$ cat src/hw/rtl/tpv_pkg.sv
package tpv_pkg;

  localparam int unsigned PC_W = 5;
  localparam int unsigned ACC_W = 48;
  localparam int unsigned PROD_W = 37;
  localparam int unsigned PADDR_W = 5;

  localparam logic signed [15:0] DESIRED_LATERAL_DEF = 16'sd0;
  localparam logic signed [15:0] INTEG_LIM = 16'sd25600;
  localparam logic signed [9:0] VEL_LIM = 10'sd384;
  localparam logic signed [17:0] K_POINT3 = 18'sd1229;
  localparam logic signed [17:0] K_NEG3 = -18'sd1229;

  localparam logic [15:0] RST_GAIN_FWD_P = 16'd2458;
  localparam logic [15:0] RST_GAIN_FWD_I = 16'd0;
  localparam logic [15:0] RST_GAIN_FWD_D = 16'd41;
  localparam logic [15:0] RST_GAIN_VERT_P = 16'd2458;
  localparam logic [15:0] RST_GAIN_VERT_I = 16'd0;
  localparam logic [15:0] RST_GAIN_VERT_D = 16'd41;
  localparam logic [15:0] RST_DESIRED_DISTANCE = 16'd1664;
  localparam logic [15:0] RST_DESIRED_HEIGHT = 16'd0;

  localparam logic [PC_W-1:0] STEP_WAIT = PC_W'(0);
  localparam logic [PC_W-1:0] STEP_PUSH = PC_W'(17);
  localparam logic [PC_W-1:0] STEP_LAST = PC_W'(17);

  typedef enum logic [2:0] {
    REG_GAIN_FWD_P,
    REG_GAIN_FWD_I,
    REG_GAIN_FWD_D,
    REG_GAIN_VERT_P,
    REG_GAIN_VERT_I,
    REG_GAIN_VERT_D,
    REG_DESIRED_DISTANCE,
    REG_DESIRED_HEIGHT
  } reg_e;

  typedef enum logic [1:0] {COND_NONE, COND_NO_INPUT, COND_OUT_BUSY} cond_e;
  typedef enum logic [1:0] {AX_FWD, AX_LAT, AX_VERT} axis_e;
  typedef enum logic [2:0] {A_ERR, A_DER, A_INT, A_X, A_ACC_LO, A_ACC_HI} a_sel_e;
  typedef enum logic [2:0] {B_GP, B_GI, B_GD, B_K3, B_NK3} b_sel_e;
  typedef enum logic [1:0] {ACC_NOP, ACC_LOAD, ACC_ADD, ACC_ADDSH} acc_op_e;
  typedef enum logic [1:0] {WB_NONE, WB_FWD, WB_YAW, WB_LAT} wb_e;

  typedef struct packed {
    logic            take;
    logic            push;
    cond_e           cond;
    logic [PC_W-1:0] target;
    logic            loop_en;
    axis_e           axis;
    a_sel_e          a_sel;
    b_sel_e          b_sel;
    acc_op_e         acc_op;
    wb_e             wb;
  } ctrl_t;

  typedef struct packed {
    logic signed [15:0] gain_fwd_p;
    logic signed [15:0] gain_fwd_i;
    logic signed [15:0] gain_fwd_d;
    logic signed [15:0] gain_vert_p;
    logic signed [15:0] gain_vert_i;
    logic signed [15:0] gain_vert_d;
    logic signed [15:0] desired_distance;
    logic signed [15:0] desired_height;
  } cfg_t;

  function automatic ctrl_t tpv_prog(input logic [PC_W-1:0] pc);
    ctrl_t c;
    c = '0;
    unique case (pc)
      5'd0: begin
        c.take = 1'b1;
        c.cond = COND_NO_INPUT;
        c.target = STEP_WAIT;
      end
      5'd1: begin
        c.loop_en = 1'b1;
        c.axis = AX_FWD;
      end
      5'd2: begin
        c.a_sel = A_ERR;
        c.b_sel = B_GP;
      end
      5'd3: begin
        c.a_sel = A_DER;
        c.b_sel = B_GD;
        c.acc_op = ACC_LOAD;
      end
      5'd4: begin
        c.a_sel = A_INT;
        c.b_sel = B_GI;
        c.acc_op = ACC_ADD;
      end
      5'd5: begin
        c.a_sel = A_X;
        c.b_sel = B_NK3;
        c.acc_op = ACC_ADD;
      end
      5'd6: begin
        c.wb = WB_FWD;
        c.acc_op = ACC_LOAD;
        c.loop_en = 1'b1;
        c.axis = AX_LAT;
      end
      5'd7: begin
        c.wb = WB_YAW;
        c.a_sel = A_ERR;
        c.b_sel = B_GP;
      end
      5'd8: begin
        c.a_sel = A_DER;
        c.b_sel = B_GD;
        c.acc_op = ACC_LOAD;
      end
      5'd9: begin
        c.a_sel = A_INT;
        c.b_sel = B_GI;
        c.acc_op = ACC_ADD;
      end
      5'd10: begin
        c.acc_op = ACC_ADD;
      end
      5'd11: begin
        c.a_sel = A_ACC_LO;
        c.b_sel = B_K3;
      end
      5'd12: begin
        c.a_sel = A_ACC_HI;
        c.b_sel = B_K3;
        c.acc_op = ACC_LOAD;
        c.loop_en = 1'b1;
        c.axis = AX_VERT;
      end
      5'd13: begin
        c.a_sel = A_ERR;
        c.b_sel = B_GP;
        c.acc_op = ACC_ADDSH;
      end
      5'd14: begin
        c.wb = WB_LAT;
        c.a_sel = A_DER;
        c.b_sel = B_GD;
        c.acc_op = ACC_LOAD;
      end
      5'd15: begin
        c.a_sel = A_INT;
        c.b_sel = B_GI;
        c.acc_op = ACC_ADD;
      end
      5'd16: begin
        c.acc_op = ACC_ADD;
      end
      5'd17: begin
        c.push = 1'b1;
        c.cond = COND_OUT_BUSY;
        c.target = STEP_PUSH;
      end
      default: begin
        c.cond = COND_NONE;
      end
    endcase
    return c;
  endfunction

endpackage

$ cat src/hw/rtl/tpv_in_if.sv
interface tpv_in_if;
  logic               valid;
  logic               ready;
  logic signed [15:0] target_x;
  logic signed [15:0] target_y;
  logic signed [15:0] target_z;

  modport source (output valid, output target_x, output target_y, output target_z,
                  input ready);
  modport sink (input valid, input target_x, input target_y, input target_z,
                output ready);
endinterface

$ cat src/hw/rtl/tpv_out_if.sv
interface tpv_out_if;
  logic               valid;
  logic               ready;
  logic signed [9:0]  forward_vel;
  logic signed [15:0] yaw_rate;
  logic signed [15:0] vertical_vel;
  logic signed [9:0]  lateral_vel;

  modport source (output valid, output forward_vel, output yaw_rate, output vertical_vel,
                  output lateral_vel, input ready);
  modport sink (input valid, input forward_vel, input yaw_rate, input vertical_vel,
                input lateral_vel, output ready);
endinterface

$ cat src/hw/rtl/three_axis_pid_velocity_top.sv
// An accepted word runs through the 18-step control program; a new word is taken
// only back at its wait step. All three loops share a single 19x18 multiplier and
// accumulator; the push step holds while the output is still occupied.
// Reset clears the loop integrals, previous errors, step counter and output valid,
// and loads the configuration registers with their default gains and setpoints.
module three_axis_pid_velocity_top #(
  parameter logic signed [15:0] DESIRED_LATERAL = tpv_pkg::DESIRED_LATERAL_DEF
) (
  input  logic                         clk_i,
  input  logic                         rst_ni,
  tpv_in_if.sink                       in_i,
  tpv_out_if.source                    out_o,
  input  logic                         psel,
  input  logic                         penable,
  input  logic                         pwrite,
  input  logic [tpv_pkg::PADDR_W-1:0]  paddr,
  input  logic [31:0]                  pwdata,
  output logic [31:0]                  prdata,
  output logic                         pready
);
  import tpv_pkg::*;

  cfg_t  cfg;
  ctrl_t ctrl;
  logic  out_busy;

  tpv_cfg u_cfg (
    .clk_i   (clk_i),
    .rst_ni  (rst_ni),
    .psel    (psel),
    .penable (penable),
    .pwrite  (pwrite),
    .paddr   (paddr),
    .pwdata  (pwdata),
    .prdata  (prdata),
    .pready  (pready),
    .cfg_o   (cfg)
  );

  tpv_seq u_seq (
    .clk_i      (clk_i),
    .rst_ni     (rst_ni),
    .in_valid_i (in_i.valid),
    .out_busy_i (out_busy),
    .ctrl_o     (ctrl)
  );

  tpv_dp #(
    .DESIRED_LATERAL (DESIRED_LATERAL)
  ) u_dp (
    .clk_i      (clk_i),
    .rst_ni     (rst_ni),
    .cfg_i      (cfg),
    .ctrl_i     (ctrl),
    .in_i       (in_i),
    .out_o      (out_o),
    .out_busy_o (out_busy)
  );

  a_no_back_to_back_accept: assert property (@(posedge clk_i) disable iff (!rst_ni)
    (in_i.valid && in_i.ready) |=> !in_i.ready)
    else $error("word accepted while the previous one is still in work");

  a_out_from_push: assert property (@(posedge clk_i) disable iff (!rst_ni)
    $rose(out_o.valid) |-> $past(ctrl.push))
    else $error("output valid raised outside the push step");

  a_push_waits: assert property (@(posedge clk_i) disable iff (!rst_ni)
    (ctrl.push && out_busy) |=> ctrl.push)
    else $error("push step left while the output was still occupied");

  a_vel_range: assert property (@(posedge clk_i) disable iff (!rst_ni)
    out_o.valid |-> (out_o.forward_vel >= -10'sd384 && out_o.forward_vel <= 10'sd384 &&
                     out_o.lateral_vel >= -10'sd384 && out_o.lateral_vel <= 10'sd384))
    else $error("velocity output outside its clamp range");

endmodule

$ cat src/hw/rtl/tpv_cfg.sv
module tpv_cfg (
  input  logic                          clk_i,
  input  logic                          rst_ni,
  input  logic                          psel,
  input  logic                          penable,
  input  logic                          pwrite,
  input  logic [tpv_pkg::PADDR_W-1:0]   paddr,
  input  logic [31:0]                   pwdata,
  output logic [31:0]                   prdata,
  output logic                          pready,
  output tpv_pkg::cfg_t                 cfg_o
);
  import tpv_pkg::*;

  cfg_t cfg_q;
  reg_e idx;
  logic wr_en;

  assign idx = reg_e'(paddr[4:2]);
  assign wr_en = psel & penable & pwrite;
  assign pready = 1'b1;
  assign cfg_o = cfg_q;

  always_ff @(posedge clk_i or negedge rst_ni) begin
    if (!rst_ni) begin
      cfg_q.gain_fwd_p <= RST_GAIN_FWD_P;
      cfg_q.gain_fwd_i <= RST_GAIN_FWD_I;
      cfg_q.gain_fwd_d <= RST_GAIN_FWD_D;
      cfg_q.gain_vert_p <= RST_GAIN_VERT_P;
      cfg_q.gain_vert_i <= RST_GAIN_VERT_I;
      cfg_q.gain_vert_d <= RST_GAIN_VERT_D;
      cfg_q.desired_distance <= RST_DESIRED_DISTANCE;
      cfg_q.desired_height <= RST_DESIRED_HEIGHT;
    end else if (wr_en) begin
      unique case (idx)
        REG_GAIN_FWD_P: cfg_q.gain_fwd_p <= pwdata[15:0];
        REG_GAIN_FWD_I: cfg_q.gain_fwd_i <= pwdata[15:0];
        REG_GAIN_FWD_D: cfg_q.gain_fwd_d <= pwdata[15:0];
        REG_GAIN_VERT_P: cfg_q.gain_vert_p <= pwdata[15:0];
        REG_GAIN_VERT_I: cfg_q.gain_vert_i <= pwdata[15:0];
        REG_GAIN_VERT_D: cfg_q.gain_vert_d <= pwdata[15:0];
        REG_DESIRED_DISTANCE: cfg_q.desired_distance <= pwdata[15:0];
        REG_DESIRED_HEIGHT: cfg_q.desired_height <= pwdata[15:0];
      endcase
    end
  end

  always_comb begin
    unique case (idx)
      REG_GAIN_FWD_P: prdata = {16'b0, cfg_q.gain_fwd_p};
      REG_GAIN_FWD_I: prdata = {16'b0, cfg_q.gain_fwd_i};
      REG_GAIN_FWD_D: prdata = {16'b0, cfg_q.gain_fwd_d};
      REG_GAIN_VERT_P: prdata = {16'b0, cfg_q.gain_vert_p};
      REG_GAIN_VERT_I: prdata = {16'b0, cfg_q.gain_vert_i};
      REG_GAIN_VERT_D: prdata = {16'b0, cfg_q.gain_vert_d};
      REG_DESIRED_DISTANCE: prdata = {16'b0, cfg_q.desired_distance};
      REG_DESIRED_HEIGHT: prdata = {16'b0, cfg_q.desired_height};
    endcase
  end

endmodule

$ cat src/hw/rtl/tpv_seq.sv
module tpv_seq (
  input  logic            clk_i,
  input  logic            rst_ni,
  input  logic            in_valid_i,
  input  logic            out_busy_i,
  output tpv_pkg::ctrl_t  ctrl_o
);
  import tpv_pkg::*;

  logic [PC_W-1:0] pc_q, pc_d;
  logic            jump;

  assign ctrl_o = tpv_prog(pc_q);

  always_comb begin
    unique case (ctrl_o.cond)
      COND_NONE: jump = 1'b0;
      COND_NO_INPUT: jump = ~in_valid_i;
      COND_OUT_BUSY: jump = out_busy_i;
      default: jump = 1'b0;
    endcase
    if (jump) begin
      pc_d = ctrl_o.target;
    end else if (pc_q == STEP_LAST) begin
      pc_d = STEP_WAIT;
    end else begin
      pc_d = pc_q + PC_W'(1);
    end
  end

  always_ff @(posedge clk_i or negedge rst_ni) begin
    if (!rst_ni) begin
      pc_q <= STEP_WAIT;
    end else begin
      pc_q <= pc_d;
    end
  end

endmodule

$ cat src/hw/rtl/tpv_dp.sv
module tpv_dp #(
  parameter logic signed [15:0] DESIRED_LATERAL = tpv_pkg::DESIRED_LATERAL_DEF
) (
  input  logic            clk_i,
  input  logic            rst_ni,
  input  tpv_pkg::cfg_t   cfg_i,
  input  tpv_pkg::ctrl_t  ctrl_i,
  tpv_in_if.sink          in_i,
  tpv_out_if.source       out_o,
  output logic            out_busy_o
);
  import tpv_pkg::*;

  localparam logic signed [ACC_W-1:0] YAW_OFF =
    {{(ACC_W-28){DESIRED_LATERAL[15]}}, DESIRED_LATERAL, 12'b0};
  localparam logic signed [ACC_W-1:0] HALF_12 = ACC_W'(2048);
  localparam logic signed [ACC_W-1:0] HALF_24 = ACC_W'(8388608);

  logic signed [15:0] x_q, y_q, z_q;
  logic signed [15:0] fwd_integ_q, lat_integ_q, vert_integ_q;
  logic signed [16:0] fwd_prev_q, lat_prev_q, vert_prev_q;
  logic signed [16:0] err_q;
  logic signed [17:0] der_q;
  logic signed [15:0] int_q;
  axis_e              axis_q;
  logic signed [PROD_W-1:0] prod_q, prod_d;
  logic signed [ACC_W-1:0]  acc_q, acc_d;
  logic signed [9:0]  fwd_s_q, lat_s_q;
  logic signed [15:0] yaw_s_q;
  logic               out_valid_q;
  logic signed [9:0]  out_fwd_q, out_lat_q;
  logic signed [15:0] out_yaw_q, out_vert_q;

  logic signed [16:0] err_c, prev_c;
  logic signed [15:0] integ_c, integ_new_c;
  logic signed [17:0] sum_c, der_c;
  logic signed [18:0] a_c;
  logic signed [17:0] b_c;
  logic signed [15:0] gp_c, gi_c, gd_c;
  logic signed [ACC_W-1:0] prod_ext, r12_c, r24_c, yaw_r_c;
  logic signed [9:0]  fwd_c, lat_c;
  logic signed [15:0] yaw_c, vert_c;
  logic               accept, push;

  assign accept = in_i.valid & ctrl_i.take;
  assign in_i.ready = ctrl_i.take;
  assign out_busy_o = out_valid_q & ~out_o.ready;
  assign push = ctrl_i.push & ~out_busy_o;

  always_comb begin
    unique case (ctrl_i.axis)
      AX_FWD: begin
        err_c = {z_q[15], z_q} - {cfg_i.desired_distance[15], cfg_i.desired_distance};
        prev_c = fwd_prev_q;
        integ_c = fwd_integ_q;
      end
      AX_LAT: begin
        err_c = {x_q[15], x_q} - {DESIRED_LATERAL[15], DESIRED_LATERAL};
        prev_c = lat_prev_q;
        integ_c = lat_integ_q;
      end
      AX_VERT: begin
        err_c = {cfg_i.desired_height[15], cfg_i.desired_height} - {y_q[15], y_q};
        prev_c = vert_prev_q;
        integ_c = vert_integ_q;
      end
      default: begin
        err_c = '0;
        prev_c = '0;
        integ_c = '0;
      end
    endcase
    sum_c = {{2{integ_c[15]}}, integ_c} + {err_c[16], err_c};
    der_c = {err_c[16], err_c} - {prev_c[16], prev_c};
    if (sum_c >= 18'(INTEG_LIM)) begin
      integ_new_c = INTEG_LIM;
    end else if (sum_c <= -18'(INTEG_LIM)) begin
      integ_new_c = -INTEG_LIM;
    end else begin
      integ_new_c = sum_c[15:0];
    end
  end

  always_comb begin
    if (axis_q == AX_VERT) begin
      gp_c = cfg_i.gain_vert_p;
      gi_c = cfg_i.gain_vert_i;
      gd_c = cfg_i.gain_vert_d;
    end else begin
      gp_c = cfg_i.gain_fwd_p;
      gi_c = cfg_i.gain_fwd_i;
      gd_c = cfg_i.gain_fwd_d;
    end
    unique case (ctrl_i.a_sel)
      A_ERR: a_c = {{2{err_q[16]}}, err_q};
      A_DER: a_c = {der_q[17], der_q};
      A_INT: a_c = {{3{int_q[15]}}, int_q};
      A_X: a_c = {{3{x_q[15]}}, x_q};
      A_ACC_LO: a_c = {1'b0, acc_q[17:0]};
      A_ACC_HI: a_c = acc_q[36:18];
      default: a_c = '0;
    endcase
    unique case (ctrl_i.b_sel)
      B_GP: b_c = {{2{gp_c[15]}}, gp_c};
      B_GI: b_c = {{2{gi_c[15]}}, gi_c};
      B_GD: b_c = {{2{gd_c[15]}}, gd_c};
      B_K3: b_c = K_POINT3;
      B_NK3: b_c = K_NEG3;
      default: b_c = '0;
    endcase
    prod_d = a_c * b_c;
  end

  always_comb begin
    prod_ext = {{(ACC_W-PROD_W){prod_q[PROD_W-1]}}, prod_q};
    unique case (ctrl_i.acc_op)
      ACC_NOP: acc_d = acc_q;
      ACC_LOAD: acc_d = prod_ext;
      ACC_ADD: acc_d = acc_q + prod_ext;
      ACC_ADDSH: acc_d = acc_q + {prod_ext[ACC_W-19:0], 18'b0};
      default: acc_d = acc_q;
    endcase
  end

  always_comb begin
    r12_c = (acc_q + HALF_12) >>> 12;
    r24_c = (acc_q + HALF_24) >>> 24;
    yaw_r_c = (acc_q - YAW_OFF + HALF_12) >>> 12;
    if (r12_c > ACC_W'(VEL_LIM)) begin
      fwd_c = VEL_LIM;
    end else if (r12_c < -ACC_W'(VEL_LIM)) begin
      fwd_c = -VEL_LIM;
    end else begin
      fwd_c = r12_c[9:0];
    end
    if (r24_c > ACC_W'(VEL_LIM)) begin
      lat_c = VEL_LIM;
    end else if (r24_c < -ACC_W'(VEL_LIM)) begin
      lat_c = -VEL_LIM;
    end else begin
      lat_c = r24_c[9:0];
    end
    if (r12_c > ACC_W'(32767)) begin
      vert_c = 16'sh7fff;
    end else if (r12_c < -ACC_W'(32768)) begin
      vert_c = 16'sh8000;
    end else begin
      vert_c = r12_c[15:0];
    end
    if (yaw_r_c > ACC_W'(32767)) begin
      yaw_c = 16'sh7fff;
    end else if (yaw_r_c < -ACC_W'(32768)) begin
      yaw_c = 16'sh8000;
    end else begin
      yaw_c = yaw_r_c[15:0];
    end
  end

  always_ff @(posedge clk_i or negedge rst_ni) begin
    if (!rst_ni) begin
      fwd_integ_q <= '0;
      lat_integ_q <= '0;
      vert_integ_q <= '0;
      fwd_prev_q <= '0;
      lat_prev_q <= '0;
      vert_prev_q <= '0;
      axis_q <= AX_FWD;
      out_valid_q <= 1'b0;
    end else begin
      if (ctrl_i.loop_en) begin
        axis_q <= ctrl_i.axis;
        unique case (ctrl_i.axis)
          AX_FWD: begin
            fwd_integ_q <= integ_new_c;
            fwd_prev_q <= err_c;
          end
          AX_LAT: begin
            lat_integ_q <= integ_new_c;
            lat_prev_q <= err_c;
          end
          AX_VERT: begin
            vert_integ_q <= integ_new_c;
            vert_prev_q <= err_c;
          end
          default: ;
        endcase
      end
      if (push) begin
        out_valid_q <= 1'b1;
      end else if (out_o.ready) begin
        out_valid_q <= 1'b0;
      end
    end
  end

  always_ff @(posedge clk_i) begin
    if (accept) begin
      x_q <= in_i.target_x;
      y_q <= in_i.target_y;
      z_q <= in_i.target_z;
    end
    if (ctrl_i.loop_en) begin
      err_q <= err_c;
      der_q <= der_c;
      int_q <= integ_new_c;
    end
    prod_q <= prod_d;
    acc_q <= acc_d;
    unique case (ctrl_i.wb)
      WB_NONE: ;
      WB_FWD: fwd_s_q <= fwd_c;
      WB_YAW: yaw_s_q <= yaw_c;
      WB_LAT: lat_s_q <= lat_c;
      default: ;
    endcase
    if (push) begin
      out_fwd_q <= fwd_s_q;
      out_yaw_q <= yaw_s_q;
      out_lat_q <= lat_s_q;
      out_vert_q <= vert_c;
    end
  end

  assign out_o.valid = out_valid_q;
  assign out_o.forward_vel = out_fwd_q;
  assign out_o.yaw_rate = out_yaw_q;
  assign out_o.vertical_vel = out_vert_q;
  assign out_o.lateral_vel = out_lat_q;

endmodule
$ cat src/flat_wrapper.sv
// flat-port wrapper written by rule: the top's interface ports become plain ports
module three_axis_pid_velocity_top_flat import tpv_pkg::*;
#(
  parameter logic signed [15:0] DESIRED_LATERAL = tpv_pkg::DESIRED_LATERAL_DEF
)
  (clk_i, rst_ni, psel, penable, pwrite, paddr, pwdata, prdata, pready, in_i_valid, in_i_target_x, in_i_target_y, in_i_target_z, in_i_ready, out_o_valid, out_o_forward_vel, out_o_yaw_rate, out_o_vertical_vel, out_o_lateral_vel, out_o_ready);
  tpv_in_if in_i_i ();
  tpv_out_if out_o_i ();
  input  logic clk_i;
  input  logic rst_ni;
  input  logic psel;
  input  logic penable;
  input  logic pwrite;
  input  logic [tpv_pkg::PADDR_W-1:0] paddr;
  input  logic [31:0] pwdata;
  output logic [31:0] prdata;
  output logic pready;
  input wire logic [$bits(in_i_i.valid)-1:0] in_i_valid;
  input wire logic [$bits(in_i_i.target_x)-1:0] in_i_target_x;
  input wire logic [$bits(in_i_i.target_y)-1:0] in_i_target_y;
  input wire logic [$bits(in_i_i.target_z)-1:0] in_i_target_z;
  output wire logic [$bits(in_i_i.ready)-1:0] in_i_ready;
  output wire logic [$bits(out_o_i.valid)-1:0] out_o_valid;
  output wire logic [$bits(out_o_i.forward_vel)-1:0] out_o_forward_vel;
  output wire logic [$bits(out_o_i.yaw_rate)-1:0] out_o_yaw_rate;
  output wire logic [$bits(out_o_i.vertical_vel)-1:0] out_o_vertical_vel;
  output wire logic [$bits(out_o_i.lateral_vel)-1:0] out_o_lateral_vel;
  input wire logic [$bits(out_o_i.ready)-1:0] out_o_ready;
  assign in_i_i.valid = in_i_valid;
  assign in_i_i.target_x = in_i_target_x;
  assign in_i_i.target_y = in_i_target_y;
  assign in_i_i.target_z = in_i_target_z;
  assign in_i_ready = in_i_i.ready;
  assign out_o_valid = out_o_i.valid;
  assign out_o_forward_vel = out_o_i.forward_vel;
  assign out_o_yaw_rate = out_o_i.yaw_rate;
  assign out_o_vertical_vel = out_o_i.vertical_vel;
  assign out_o_lateral_vel = out_o_i.lateral_vel;
  assign out_o_i.ready = out_o_ready;
  three_axis_pid_velocity_top #(.DESIRED_LATERAL(DESIRED_LATERAL)) u_core (.clk_i(clk_i), .rst_ni(rst_ni), .in_i(in_i_i), .out_o(out_o_i), .psel(psel), .penable(penable), .pwrite(pwrite), .paddr(paddr), .pwdata(pwdata), .prdata(prdata), .pready(pready));
endmodule
$ cat config.mk
export PLATFORM = sky130hd
export DESIGN_NAME = three_axis_pid_velocity_top_flat
export DESIGN_NICKNAME = d
export VERILOG_FILES = /design/src/hw/rtl/tpv_pkg.sv /design/src/hw/rtl/tpv_in_if.sv /design/src/hw/rtl/tpv_out_if.sv /design/src/hw/rtl/three_axis_pid_velocity_top.sv /design/src/hw/rtl/tpv_cfg.sv /design/src/hw/rtl/tpv_seq.sv /design/src/hw/rtl/tpv_dp.sv /design/src/flat_wrapper.sv
export SDC_FILE = /design/constraint.sdc
export NUM_CORES = 2
export LEC_CHECK = 0
export BUFFER_PORTS_ARGS = -buffer_cell sky130_fd_sc_hd__buf_2
export CAP_MARGIN = 20
export CORE_ASPECT_RATIO = 2
export CORE_MARGIN = 2
export CORE_UTILIZATION = 50
export DETAILED_ROUTE_END_ITERATION = 8
export PLACE_DENSITY = 0.67
export SYNTH_ARGS = -nofsm -noshare
export SYNTH_HDL_FRONTEND = slang
export SYNTH_SLANG_ARGS = --single-unit
$ cat constraint.sdc
create_clock -name clk_i -period 10.3 [get_ports clk_i]
set_clock_uncertainty 0.1 [all_clocks]
set_input_delay 0.515 -clock clk_i [delete_from_list [all_inputs] [get_ports clk_i]]
set_output_delay 0.515 -clock clk_i [all_outputs]
set_load 0.02 [all_outputs]
# Word-level counts from Yosys, hierarchy flattened
# Index checks and enable logic that the tools add are counted.
# totals
inputBits,92
elab_cells,156
out_inout_bits,87
reg_bits,507
# op_classes
n_lt_le_gt_ge,8
n_mul,1
addsub,9
n_reduce_logical,24
n_eq_ne,43
mux,29
n_bitwise,8
# ops
operator,count
one-hot mux 32 bit (8 select lines),1
one-hot mux 48 bit (3 select lines),1
one-hot mux 19 bit (6 select lines),1
2-to-1 mux 16 bit,7
one-hot mux 17 bit (3 select lines),2
one-hot mux 18 bit (5 select lines),1
adder 48 x 13 -> 48 bit (second input constant),1
adder 48 x 25 -> 48 bit (second input constant),1
adder 48 x 37 -> 48 bit,1
adder 48 bit,1
one-hot mux 16 bit (3 select lines),1
== test 5 x 4 -> 1 bit (second input constant),8
multiplier 19 x 18 -> 37 bit,1
> comparator 36 x 10 -> 1 bit (second input constant),1
> comparator 36 x 16 -> 1 bit (second input constant),1
< comparator 36 x 10 -> 1 bit (second input constant),1
< comparator 36 x 16 -> 1 bit (second input constant),1
subtractor 16 x 16 -> 17 bit,2
one-hot mux 6 bit (5 select lines),1
> comparator 24 x 10 -> 1 bit (second input constant),1
< comparator 24 x 10 -> 1 bit (second input constant),1
AND reduction 2 bit,11
== test 3 bit (second input constant),7
== test 5 x 3 -> 1 bit (second input constant),4
other kinds (29),64

# Depth between registers and ports, before layout
# depth
word_depth,8
depth_mapped,37
mapped_depth_nobuf,34

# Hierarchy
# Synthesis repeated with hierarchy kept, for this count alone.
# unflattened
cells_unflattened,4480
area_unflattened_um2,43646.9
# modules_own_cells
mod,cells_per_inst,area_per_inst_um2,instances,seq_area_each_um2
tpv_dp,3970,36989.2,1,10349.9
tpv_cfg,436,6048.3,1,3229.3
tpv_seq,74,609.3,1,125.1

# Worst setup path after synthesis
# No wires, ideal clock.
# synth_timing
kind,reg2reg
startpoint,register u_core.u_seq.pc_q[2]
endpoint,register u_core.u_dp.prod_q[36]
stages_incl_launch_ff,36
setup_time_ns,0.072
period_less_slack_ns,9.131
arrival_time_ns,8.959
path_buffers,6
setup_slack_ns,1.169
t_required_ns,10.128
cell_sequence,dfrtp_1 clkbuf_1 clkbuf_1 and3_1 ha_1 or2_2 buf_2 nor2_1 or3_1 clkbuf_1 buf_2 o21ai_0 o21ai_1 buf_2 nor2_1 fa_1 inv_1 fa_1 inv_1 fa_1 fa_1 fa_1 inv_1 fa_1 inv_1 ha_1 a21oi_1 o21ai_0 or3_1 o21ai_0 a21oi_1 a2111oi_0 a21oi_1 a41o_1 o41ai_1 xnor2_1
# synth_via
elab_chain_len,6
word_cells_on_any_way,26
cone_classes,mul: 1; eq/ne: 18; mux: 3; reduce/logical: 4
# synth_rtl
element,line,rtl
"start, declared",tpv_seq.sv:10,"logic [PC_W-1:0] pc_q, pc_d;"
"start signal, assigned",tpv_seq.sv:35,pc_q <= pc_d;
== test 5 x 4 -> 1 bit (tied with other cells),tpv_pkg.sv:72,unique case (pc)
OR reduction 3 bit (no line),--,
one-hot mux 6 bit (5 select lines) *,tpv_pkg.sv:72,
== test 3 bit (tied with other cells),tpv_dp.sv:94,unique case (ctrl_i.a_sel)
one-hot mux 19 bit (6 select lines) / one-hot mux 18 bit (5 select lines) (equally long branches),"tpv_dp.sv:94, tpv_dp.sv:103",
multiplier 19 x 18 -> 37 bit *,tpv_dp.sv:111,prod_d = a_c * b_c;
via u_core.u_dp.prod_d[36],tpv_dp.sv:26,"logic signed [PROD_W-1:0] prod_q, prod_d;"
"end signal, assigned",tpv_dp.sv:207,prod_q <= prod_d;
"end, declared",tpv_dp.sv:26,
# Mark *: on every way through the listed nets, which the timed path passes. The rest lies on a longest branch.
# A chain may end at the register's enable or synchronous reset.

# Worst setup path in the final report
# layout_timing
startpoint,register u_core.u_seq.pc_q[0]
endpoint,register u_core.u_dp.prod_q[36]
# The elaborated chain is that of the path after synthesis.

==> flow_summary_export.csv <==
group,metric,value,unit
cts,clock_path_buffers,3,
worst_setup_path,path_max_fanout,11,
synth,yosys.area_share.simple,14.2,%
floorplanning,start_util,50.3,%
sta,timing.final.max_slew_violations,0,
final_layout,finalInstanceArea,47000,µm²
sta,fin_setup_tns,0,ns
worst_setup_path,r2r-end,"u_core.u_dp.prod_q[36]",
grt,overflow,0,
worst_setup_path,regToRegSetupSlack,0.47,ns
worst_setup_path,reg2reg_from,"u_core.u_seq.pc_q[0]",
sta,relSlewSlack,26.6,%
synth,syn-cell-area,42400,µm²
min_path,hold_depth,1,
worst_setup_path,crit_family,"adder cells",
synth,synth_top_family_by_area,"adder cells",
drt,postRouteWirelength,133000,µm
floorplanning,dieArea,87300,µm²
synth,synth_seq_cells,507,
synth,async_flop_share,46.4,%
worst_setup_path,crit_type,"flop to flop",
worst_setup_path,crit_slowest_cell,"fa_1",
worst_setup_path,cp-end-kind,"flop",
grt,grt_usage,30.7,%
place,gp_congestion,1.00,
synth,synth_top_cell_by_area,"edfxtp_1",
synth,synthTopCellsByCount,"616 x nand2_1, 568 x inv_1, 364 x nor2_1",
floorplanning,die_x,210,µm
final_layout,drive_above_1_share,11.8,%
cts,h-tree-depth,2,
cts,clk_pin_slew_worst_paths,0.07,ns
synth,synth-main-ff-cell,"edfxtp_1",
final_layout,fillers,7488,
final_layout,finalNetCount,5367,
synth,synthMostInstantiatedCell,"nand2_1",
grt,grt_pass1_vias,35100,
sta,rsz0062_at_grt,"false",
final_layout,multi_input_area,25800,µm²
sta,finalSetupViolations,0,
drt,route.vias.total,34400,
floorplanning,dieHeight,416,µm
synth,ys_seq_area_share,32.3,%
floorplanning,rows,151,
min_path,hold_path_startpoint,"in_i_target_x[15]",
worst_setup_path,worstPathArrival,10.21,ns
cts,cts_buffers,49,
synth,synthMuxAreaShare,4.40,%
worst_setup_path,crit_buf_inv,7,
sta,max_freq,0.102,GHz
drt,viasPerCell,5.94,
sta,max_slew.worst_pin.slew,1.10,ns
synth,synth_warnings,0,
place,place.port_buffers,143,
status,status,"finished clean",
synth,syn-instance-count,4514,
drt,antenna_left,0,
grt,grt_pass1_wl,203000,µm
final_layout,register_area,13700,µm²
sta,finalHoldViolations,0,
synth,yosys.area_share.xor_xnor,3.78,%
cts,clkLatencyLatePin,0.63,ns
sta,min_period_over_period,95.4,%
place,place_area,44700,µm²
synth,syn_avg_cell_area,9.39,µm²
place,place_hpwl,102000,µm
worst_setup_path,reg2regPathDepth,34,
cts,cts_tree,"done",
drt,wire_per_inst,22.9,µm
synth,synth_compound_area_share,14.2,%
synth,synth.top_cell.area_share,16.6,%
floorplanning,core_region_area,84300,µm²
min_path,hold_path_end,"u_core.u_dp.x_q[15]",
min_path,hp-class,"input pin to flop",
drt,drt_iter0_markers,2829,
worst_setup_path,cp_common_cell,"fa_1",
synth,synthAdderAreaFrac,23.8,%
cts,cts_sinks,507,
job,cap_violations,0,
final_layout,syn_to_final_growth,10.9,%
worst_setup_path,cp-start-kind,"flop",
cts,cts_setup_buffers,0,
grt,grt_antenna_before_repair,5,
drt,drc,0,
synth,synth_edf_count,235,
synth,synthTopCellsByArea,"edfxtp_1 17%, fa_1 16%, dfrtp_1 13%",
synth,synth_cell_type_count,90,
grt,grt_max_degree,129,
cts,cts_root_buf,"clkbuf_16",
floorplanning,ioPinCount,179,
drt,drtPass1Iterations,6,
worst_setup_path,cp.required,10.68,ns
worst_setup_path,critPathMaxStageDelay,0.58,ns
sta,timing.final.crit_period,9.83,ns
-- area by class of cell --
| class | count | share of cell area (%) |
|---|---|---|
| Antenna cell | 2 | 0.0106 |
| Sequential cell | 507 | 29.2 |
| Clock inverter | 27 | 0.881 |
| Tap cell | 1071 | 2.85 |
| Multi-Input combinational cell | 3237 | 54.9 |
| Inverter | 569 | 4.54 |
| Timing Repair Buffer | 315 | 4.67 |
| Clock buffer | 64 | 2.99 |
-- layer usage --
metal / global-route usage [%] / up-vias / routed length, µm
met5: 0 / - / 54
met4: 22.3 / 8 / 11500
met3: 4.45 / 470 / 9270
met2: 51.0 / 1561 / 63200
met1: 36.3 / 16800 / 48800
li1: - / 15600 / -
-- cell usage in the layout, fill, tap and decap left out, types with 27 or more instances in the layout --
cell type	count
nand3_1	76
clkbuf_16	52
edfxtp_1	235
nor2_1	358
o21ai_0	207
buf_2	142
a22oi_1	50
xnor2_1	121
dfrtp_1	214
mux2i_1	38
xor2_1	62
buf_4	120
a21oi_1	204
and3_1	32
a22o_1	38
and2_1	29
a31oi_1	38
nand2_1	615
o31ai_1	29
ha_1	247
fa_1	349
nor2b_1	35
dlygate4sd3_1	48
nand4_1	27
mux2_2	120
nor3_1	52
dfxtp_1	37
a211oi_1	42
nand2b_1	40
inv_1	568
a21o_1	70
-- worst register-to-register path, delay by kind of cell, from the launching register on --
kind | cells | cell delay, ns
AO/OA/AOI/OAI | 9 | 2.19
flip-flops | 1 | 0.43
adder cells (fa/ha/maj) | 9 | 3.93
XOR/XNOR | 1 | 0.11
buffers and inverters | 7 | 0.97
AND/OR/NAND/NOR | 8 | 1.93
-- flip-flops by register name (all words and copies together), names as in the netlist, 17 cells and up --
register and cells:
u_core.u_dp.der_q 18, u_core.u_dp.fwd_prev_q 17, u_core.u_dp.err_q 17, u_core.u_dp.prod_q 37, u_core.u_dp.acc_q 48, u_core.u_dp.vert_prev_q 17
u_core.u_cfg.cfg_o 128, u_core.u_dp.lat_prev_q 17
-- cell families after synthesis --
| family | Yosys count |
|---|---|
| AO/OA/AOI/OAI | 909 |
| XOR/XNOR | 183 |
| adder cells (fa/ha/maj) | 596 |
| buffers and inverters | 785 |
| flip-flops | 507 |
| multiplexers | 164 |
| other | 2 |
| AND/OR/NAND/NOR | 1368 |
-- per-stage QoR --
step	std cells	utilization (%)	hold WS [ns]	setup slack, ns
after floorplan	4529	-	0.119	1.17
after CTS	5790	55.7	0.0169	0.451
after global routing	5790	55.8	0.0396	0.00559
after global placement	5650	53.0	0.302	0.594
after detailed placement	5651	53.0	0.305	0.501
final	5792	55.8	0.0596	0.474
-- repair_timing --
item / CTS / global route
endpoints found under the setup margin: 0 / 1
gates resized for setup: 0 / 10
endpoints found under the hold margin: 153 / 0
hold buffers: 48 / 0
-- worst max path at each step --
| stage | cells past startpoint | endpoint | start |
|---|---|---|---|
| floorplan | 35 | u_core.u_dp.prod_q[36] | u_core.u_seq.pc_q[2] |
| global placement | 30 | u_core.u_dp.prod_q[36] | u_core.u_seq.pc_q[0] |
| detailed placement | 30 | u_core.u_dp.prod_q[36] | u_core.u_seq.pc_q[0] |
| CTS | 30 | u_core.u_dp.prod_q[36] | u_core.u_seq.pc_q[0] |
| global route | 34 | u_core.u_dp.prod_q[36] | u_core.u_seq.pc_q[0] |
| finish | 34 | u_core.u_dp.prod_q[36] | u_core.u_seq.pc_q[0] |
Power is not shown: default switching activity piles up to over one toggle a cycle in this logic, so the estimate is an artifact.
